`src/rtl/hbfn_bin_ram.sv`:
```
// Simple dual-port synchronous RAM that holds the rectangle sums of one block.
// One write port and one read port with registered read data.
// Generic; depends on nothing else.
module hbfn_bin_ram #(
	parameter int DEPTH = 36,
	parameter int WIDTH = 32,
	localparam int AW = $clog2(DEPTH)
) (
	input  logic             clk,
	input  logic             we,
	input  logic [AW-1:0]    waddr,
	input  logic [WIDTH-1:0] wdata,
	input  logic             re,
	input  logic [AW-1:0]    raddr,
	output logic [WIDTH-1:0] rdata
);

	logic [WIDTH-1:0] mem [DEPTH];

	always_ff @(posedge clk) begin
		if (we) begin
			mem[waddr] <= wdata;
		end
	end

	always_ff @(posedge clk) begin
		if (re) begin
			rdata <= mem[raddr];
		end
	end

endmodule

```
`config.mk`:
```
export PLATFORM = sky130hd
export DESIGN_NAME = hbfn_bin_ram
export DESIGN_NICKNAME = d
export VERILOG_FILES = /design/src/rtl/hbfn_bin_ram.sv
export SDC_FILE = /design/constraint.sdc
export NUM_CORES = 1
export LEC_CHECK = 0
export BUFFER_PORTS_ARGS = -buffer_cell sky130_fd_sc_hd__buf_2
export CAP_MARGIN = 25
export CORE_MARGIN = 10
export CORE_UTILIZATION = 56
export DETAILED_ROUTE_END_ITERATION = 8
export GPL_ROUTABILITY_DRIVEN = 0
export GPL_TIMING_DRIVEN = 0
export HOLD_SLACK_MARGIN = 0.1
export PLACE_DENSITY = 0.75
export SYNTH_ARGS = -nofsm -noshare
export SYNTH_HDL_FRONTEND = slang
export SYNTH_SLANG_ARGS = --single-unit
```
`constraint.sdc`:
```
create_clock -name clk -period 2.4 [get_ports clk]
set_input_delay 0.12 -clock clk [delete_from_list [all_inputs] [get_ports clk]]
set_output_delay 0.12 -clock clk [all_outputs]
set_load 0.03 [all_outputs]
```
==> impl_metrics.json <==
{
  "core_area_sq_um": 81800,
  "area_growth_syn_to_layout_pct": 14.8,
  "setup_viol": 0,
  "grt-ovfl-total": 0,
  "drt_wl_total_microns": 115000,
  "yosys-top-cells-area": "edfxtp_1 (77%), mux2i_1 (11%), a22oi_1 (2.1%)",
  "startpoint_type": "input port",
  "ys_seq_elements": 1184,
  "worstReg2RegStart": "mem[28][7]",
  "first_global_vias": 24600,
  "syn-cell-area_sq_um": 46000,
  "reg2reg_depth": 5,
  "synth_nets": 2392,
  "rsz0062_at_grt": "false",
  "critPathArrivalTime_ns": 2.69,
  "clk_pin_slew_worst_paths_ns": 0.06,
  "antenna_found_initial": 0,
  "die_area_sq_um": 94100,
  "htreeDepth": 3,
  "cts_buffers": 111,
  "vdd_ir_drop_max_v": 0.000633,
  "wl_met2_microns": 55000,
  "clock_latency_ns": 0.67,
  "io_buffers": 75,
  "synth_seq_area_share": 0.772,
  "avgSynthCellArea_sq_um": 19.6,
  "dp_hpwl_microns": 74900,
  "post_cts_resized": 0,
  "powerDensity_nw_per_um2": 818,
  "vias": 24300,
  "worst_slew_pin_slew_ns": 1.09,
  "topRoutingLayerUsed": "met4",
  "skew_ns": 0.0243,
  "cts_num_sinks": 1184,
  "met1_length_microns": 44600,
  "ant_nets": 0,
  "finalMaxSlewViolations": 0,
  "syn_inst": 2345,
  "die_w_microns": 307,
  "clockBufferDepth": 3,
  "status": "complete, no violations",
  "cp_max_fo": 10,
  "end_kind": "register",
  "cts_root_buf": "clkbuf_16",
  "drt_first_pass_iters": 5,
  "yosysTopAreaCell": "edfxtp_1",
  "ioPinCount": 79,
  "rr_endpoint": "rdata[7]",
  "grt_pass1_wl_microns": 167000,
  "crit_start": "raddr[1]",
  "ys_warn_count": 0,
  "drv_cap": 0,
  "cts_tree": "built",
  "dieHeight_microns": 307,
  "max_freq_mhz": 434,
  "cts_post_setup_buffers_inserted": 0,
  "synth_top_area_share": 0.772,
  "min_period_ns": 2.31,
  "critPathCapture": "rdata[8]",
  "grt_max_degree": 37,
  "critPathKind": "in2reg",
  "rows": 105,
  "relSlewSlack": 0.272,
  "wl_met3_microns": 10700,
  "worstPathRequired_ns": 2.78,
  "viasPerCell": 6.44,
  "final_layout_size_suffix_gt1_frac": 0.187,
  "hold_violations": 0,
  "power_uw": 43200,
  "hold_buffers": 33,
  "synth.distinct_cells": 27,
  "track_usage": 0.241,
  "p_leak_uw": 0.0180,
  "routedWlPerCell_microns": 30.5,
  "drtIter0Drc": 3015,
  "final_nets": 2649,
  "min_period_over_period": 0.961,
  "worst-r2r-setup-slack_ns": 0.18,
  "drc": 0,
  "initial_utilization": 0.563,
  "hold_slack_ns": 0.127,
  "diodes": 0,
  "worst_hold_path_type": "in2reg"
}
==> cell families (layout without fill, tap and decap cells) <==
| group | Yosys count | count (layout) | synth area share |
|---|---|---|---|
| mux | 544 | 544 | 0.127 |
| flops | 1184 | 1184 | 0.772 |
| compound gates | 384 | 384 | 0.0748 |
| buf+inv | 141 | 492 | 0.0175 |
| simple gates | 92 | 92 | 0.00864 |
==> how the worst min path moves through the flow <==
stage,cells past startpoint,to,start,slack (ns)
2_1_floorplan,0,mem[0][0],wdata[0],0.22
3_3_place_gp,1,rdata[27],rdata[27],0.61
3_5_place_dp,1,rdata[21],rdata[21],0.60
4_1_cts,4,rdata[0],raddr[1],0.10
5_1_grt,4,rdata[0],raddr[1],0.13
6_report,4,rdata[0],raddr[1],0.13
==> layer usage <==
metal  global-route usage  vias to the layer above
met1                0.325                    12500
li1                     -                    10200
met5                    0                        -
met2                0.388                     1320
met3               0.0436                      214
met4               0.0990                        0
==> power breakdown <==
group	total, uW	internal, uW	switching (uW)	leakage, uW
Combinational	2460	793	1670	0.00557
Clock	17800	10300	7470	0.00180
Sequential	23000	23000	46.0	0.0107
==> placed cells by master, fill, tap and decap left out, types with 2 or more instances in the layout <==
cell              n
a22o_1           64
a21oi_1          64
nor2_1            3
nand3b_1          5
clkinv_2         26
buf_12           23
clkbuf_4          4
nor2_4           36
dlygate4sd3_1    33
a221oi_2         51
clkinv_4          3
a22oi_1         128
clkinvlp_4        6
buf_2           105
mux2i_1         512
or3b_2            2
buf_1            10
nor2b_1           3
edfxtp_1       1184
buf_4            20
clkbuf_1         79
clkinv_1         20
buf_8             2
nand2_1          35
bufinv_16        15
clkbuf_16       114
o22ai_1          32
buf_16           13
buf_6            17
nand2b_1          2
o41ai_2          32
nand3_1           3
a221oi_1         13
mux4_2           32
==> per-stage QoR <==
stage	utilization	TNS [ns]	cells	instance area (sq um)	setup slack (ns)
3_3_place_gp	0.584	-1681.50	3490	47800	-1.89
4_1_cts	0.646	0	3766	52900	0.114
6_report	0.646	0	3766	52900	0.0945
2_1_floorplan	-	-13.26	2345	46000	-0.0473
3_5_place_dp	0.597	-41.59	3526	48800	-0.543
5_1_grt	0.646	0	3766	52900	0.120
==> cells in the mapped netlist, drive strengths merged <==
cell type  instances
and2               1
or3                1
nand2b             2
a21oi             64
o41ai             32
or2                1
a22o              64
buf               79
a22oi            128
clkbuf            62
a221oi            64
edfxtp          1184
mux2i            512
o22ai             32
or3b               2
nand2             35
nand3b             5
nor2              39
mux4              32
nand3              3
nor2b              3
==> registers in the layout (all words and copies together) (netlist names) <==
name,count
mem,1152
rdata,32
==> critical path, cell delays in order <==
cell and delay [ns]:
buf_6 0.17, nor2b_1 0.18, clkbuf_1 0.73, clkbuf_1 0.61, a22oi_1 0.19, a21oi_1 0.49
o41ai_2 0.17
==> final cells by class <==
class	instances	area [sq um]
flip-flops and latches	1184	35600
fillers	5259	29000
multi-input cells	1020	9960
clock buffers	135	2930
repair buffers	144	1520
well taps	1070	1340
plain buffers	141	807
clock inverters	72	763
Power figures use the tool's default switching activity.
