==> src/rtl/hbfn_pkg.sv <==
// Package for the HOG block feature normalizer.
// Holds the block geometry, the datapath widths and the norm mode codes.
// It depends on nothing else and is compiled first.
package hbfn_pkg;

	localparam int BINS            = 9;
	localparam int CELLS_PER_BLOCK = 4;
	localparam int BLOCK_LEN       = BINS * CELLS_PER_BLOCK;
	localparam int IDX_W           = $clog2(BLOCK_LEN);
	localparam int CNT_W           = $clog2(BLOCK_LEN + 1);

	localparam int VAL_W   = 32;
	localparam int FRAC_W  = 16;
	localparam int DIVD_W  = VAL_W + FRAC_W;
	localparam int NORM_W  = VAL_W + $clog2(BLOCK_LEN);
	localparam int ACC_W   = 64;
	localparam int ROOT_W  = 32;
	localparam int INDEX_W = 6;
	localparam int MODE_W  = 2;

	localparam logic [VAL_W-1:0] VAL_FULL = '1;

	typedef enum logic [MODE_W-1:0] {
		MODE_NONE = 2'd0,
		MODE_MAX  = 2'd1,
		MODE_L1   = 2'd2,
		MODE_L2   = 2'd3
	} norm_mode_t;

endpackage

==> src/rtl/hbfn_div.sv <==
// Restoring divider for the Q16.16 scaling of one element by the block norm.
// Produces one quotient bit per cycle and pulses done after the last bit.
// Depends on hbfn_pkg for the widths.
module hbfn_div (
	input  logic                        clk,
	input  logic                        arst_n,
	input  logic                        start,
	input  logic [hbfn_pkg::DIVD_W-1:0] dividend,
	input  logic [hbfn_pkg::NORM_W-1:0] divisor,
	output logic                        done,
	output logic [hbfn_pkg::DIVD_W-1:0] quotient
);
	import hbfn_pkg::*;

	localparam int STEP_W = $clog2(DIVD_W);

	logic              busy_q;
	logic [STEP_W-1:0] step_q;
	logic [NORM_W-1:0] div_q;
	logic [NORM_W-1:0] rem_q;
	logic [DIVD_W-1:0] quo_q;
	logic [NORM_W:0]   rem_shift;
	logic [NORM_W:0]   rem_diff;
	logic              ge;

	assign rem_shift = {rem_q, quo_q[DIVD_W-1]};
	assign rem_diff  = rem_shift - {1'b0, div_q};
	assign ge        = rem_shift >= {1'b0, div_q};
	assign quotient  = quo_q;

	always_ff @(posedge clk or negedge arst_n) begin
		if (!arst_n) begin
			busy_q <= 1'b0;
			done   <= 1'b0;
			step_q <= '0;
		end else begin
			done <= 1'b0;
			if (start) begin
				busy_q <= 1'b1;
				step_q <= '0;
			end else if (busy_q) begin
				step_q <= step_q + STEP_W'(1);
				if (step_q == STEP_W'(DIVD_W - 1)) begin
					busy_q <= 1'b0;
					done   <= 1'b1;
				end
			end
		end
	end

	always_ff @(posedge clk) begin
		if (start) begin
			div_q <= divisor;
			rem_q <= '0;
			quo_q <= dividend;
		end else if (busy_q) begin
			rem_q <= ge ? rem_diff[NORM_W-1:0] : rem_shift[NORM_W-1:0];
			quo_q <= {quo_q[DIVD_W-2:0], ge};
		end
	end

endmodule

==> config.mk <==
export PLATFORM = sky130hd
export DESIGN_NAME = hbfn_div
export DESIGN_NICKNAME = d
export VERILOG_FILES = /design/src/rtl/hbfn_pkg.sv /design/src/rtl/hbfn_div.sv
export SDC_FILE = /design/constraint.sdc
export NUM_CORES = 1
export LEC_CHECK = 0
export BUFFER_PORTS_ARGS = -buffer_cell sky130_fd_sc_hd__clkbuf_2
export CORE_MARGIN = 5
export CORE_UTILIZATION = 53
export CTS_CLUSTER_SIZE = 16
export DETAILED_ROUTE_END_ITERATION = 8
export GPL_TIMING_DRIVEN = 0
export PLACE_DENSITY = 0.72
export RECOVER_POWER = 100
export SKIP_LAST_GASP = 1
export SLEW_MARGIN = 15
export SYNTH_ARGS = -nofsm -noshare
export SYNTH_HDL_FRONTEND = slang
export SYNTH_SLANG_ARGS = --single-unit
export TNS_END_PERCENT = 10
==> constraint.sdc <==
create_clock -name clk -period 3.6 [get_ports clk]
set_input_delay 0.18 -clock clk [delete_from_list [all_inputs] [get_ports clk]]
set_output_delay 0.18 -clock clk [all_outputs]
set_load 0.005 [all_outputs]
==> flow_summary.toml <==
[logic_synthesis]
synth-seq-cells = 132
synth-edff-count = 86
synth_flop_cell = "edfxtp_1"
ys_warn_count = 0
synth-seq-area-share = 0.4638
synth.distinct_cells = 72
synth_cells = 746
async_flop_share = 0.06061
avgSynthCellArea_um2 = 10.24
syn_area_um2 = 7640
syn_nets = 875

[timing]
relSlewSlack = -0.5000
period_needed_ps = 3476
hold_viol = 0
worst_slew_pin_slew_ps = 2250
finalSetupViolCount = 0
finClkSkew_ps = 9.941
rsz0062_at_grt = "true"
maxSlewViolCount = 42
hold_ws_ps = 53.14
clock.fmax_ghz = 0.2877
fin_crit_sh = 0.9655

[floorplanning]
dieArea_um2 = 16920
io_pins = 138
num_rows = 43
die_y_um = 130.1
start_util = 0.5462
die_w_um = 130.1
core_um2 = 13990

[clock_tree]
clock_latency_ps = 420
htree_num_levels = 4
path_clk_slew_ps = 60
cts.path.max_buffers = 2
cts.sinks = 132
cts_tree = "built"
numCtsBuffers = 17
post_cts_buffers = 0
cts-root-buf = "clkbuf_16"

[detailed_routing]
avgRoutedWirePerCell_um = 17.41
drt_iter0_drc = 493
routed_wl_um = 19760
drc = 0
drtAntennaViolNets = 0
route.vias.total = 6476
drt_pre_antenna_iters = 6
vias_per_cell = 5.706

[setup_path]
r2r_setup_slack_ps = 120
rr_endpoint = "rem_q[20]"
start_kind = "flop"
critPathLaunch = "div_q[1]"
end_kind = "flop"
arrival_ps = 3750
worstSetupPathType = "reg2reg"
crit_fanout = 10
ff2ff_path_depth = 13
cp-endpoint = "rem_q[20]"
rr_startpoint = "div_q[1]"
critPathRequiredTime_ps = 3870

[placed_design]
dp_hpwl_um = 14320
place_congestion = 0.9216
placed_area_um2 = 8571
numPortBuffers = 137
dp.cells = 1064

[finish]
syn2layout_area_growth_pct = 23.40
final_cell_mix = "98 x clkbuf_2, 86 x edfxtp_1, 82 x nor2_1"
nets = 1071
fin_area_um2 = 9428
antenna_cells = 0
fin_cells = 1135
drive_gt1_frac = 0.2126
fillers = 1135
final_common_cell = "clkbuf_2"

[status]
violations = "capacitance limit, slew limit"
status = "finished, violations left"

[global_routing]
grt_pass1_wl_um = 31710
grt_pass1_vias = 6581
gr-usage-all-layers = 0.2367
use_met3 = 0.06754
grt_overflow = 0
grt_start_max_net_pins = 42
grt_busiest_layer = "met2"
met2_usage = 0.3947
antenna_found_initial = 0
use_met1 = 0.2947

[min_path]
hold_path_class = "in2reg"

[run]
maxCapViolCount = 1

[power_and_ir_drop]
ir_drop_mv = 0.4074
cellLeakagePower_nw = 4.120
pwr_density_cell_nw_per_um2 = 695.4
-- synthesized netlist by cell type (11+ instances only) --
| master | instances | area, um2 |
|---|---|---|
| a211oi_1 | 31 | 232.7 |
| a21o_1 | 18 | 135.1 |
| a21oi_1 | 63 | 315.3 |
| clkbuf_1 | 27 | 101.4 |
| dfxtp_1 | 38 | 760.7 |
| edfxtp_1 | 86 | 2582 |
| ha_1 | 39 | 488.0 |
| inv_1 | 49 | 183.9 |
| mux2_2 | 49 | 551.8 |
| mux2i_1 | 13 | 130.1 |
| nand2_1 | 41 | 153.9 |
| nand2b_1 | 11 | 68.82 |
| nand4_1 | 13 | 81.33 |
| nor2_1 | 82 | 307.8 |
| o21ai_0 | 22 | 110.1 |
| xnor2_1 | 16 | 140.1 |
| xor2_1 | 18 | 157.7 |
-- area by class of cell --
cell class | instances | area (um2) | share of cell area
Buffer | 42 | 200.2 | 0.02123
Tap cell | 180 | 225.2 | 0.02389
Inverter | 49 | 183.9 | 0.01951
Clock buffer | 20 | 436.7 | 0.04632
Clock inverter | 12 | 106.4 | 0.01128
Timing Repair Buffer | 177 | 1041 | 0.1104
Sequential cell | 132 | 3543 | 0.3758
Multi-Input combinational cell | 523 | 3691 | 0.3915
-- per-stage QoR --
| step | setup slack, ps | setup TNS (ps) | utilization | total power, W |
|---|---|---|---|---|
| floorplan | 756.0 | 0 | - | 0.004196 |
| global placement | 317.3 | 0 | 0.6113 | 0.004816 |
| detailed placement | 219.1 | 0 | 0.6127 | 0.004899 |
| CTS | 220.2 | 0 | 0.6794 | 0.006567 |
| global route | -60.48 | -491.1 | 0.6740 | 0.006962 |
| finish | 124.3 | 0 | 0.6740 | 0.006556 |
-- worst min-delay path by stage --
stage / startpoint / end / depth (start not counted)
CTS: dividend[39] / quotient[39] / 2
global placement: arst_n / done / 1
detailed placement: arst_n / done / 1
floorplan: arst_n / busy_q / 0
finish: dividend[39] / quotient[39] / 2
global route: dividend[32] / quotient[32] / 2
-- cell families (layout without fill, tap and decap cells) --
kind of cell / count (synthesis) / after routing / synth area share
buf+inv: 91 / 300 / 0.05306
simple gates: 195 / 195 / 0.1222
mux: 62 / 62 / 0.08926
xor+xnor: 34 / 34 / 0.03898
flops: 132 / 132 / 0.4638
compound gates: 192 / 192 / 0.1662
fa+ha+maj: 40 / 40 / 0.06649
-- flip-flops by register name, summed over array words and instances, names as in the netlist --
register	count
done	1
rem_q	38
step_q	6
busy_q	1
div_q	38
quotient	48
-- layer usage --
metal,wire length [um],vias to the layer above
li1,-,3148
met1,8403,3063
met2,9588,239
met3,1439,26
met4,330,0
met5,0,-
-- worst max-delay path, stage by stage (launching register included) --
cell and delay, ps:
edfxtp_1 360, inv_1 110, ha_1 250, nor2b_4 140, o31a_1 310, o41a_1 460, o211ai_2 190, a21oi_1 130
nor3_1 510, buf_6 220, buf_2 270, nor2_1 80, a211oi_1 240, nor3_1 70
-- timing repair --
action / CTS / global route
hold buffers: 39 / 0
endpoints found under the hold margin: 46 / 0
setup endpoints to repair: 0 / 2
resized for setup: 0 / 1
-- power breakdown --
group	internal [W]	switching, W	leakage (nW)	total [W]
registers	0.00191	0.000201	1.30	0.00211
logic	0.00120	0.00164	2.56	0.00284
clock network	0.000949	0.000659	0.259	0.00161
total	0.00406	0.00250	4.12	0.00656
Note: power is estimated with default switching activity, not from simulation.
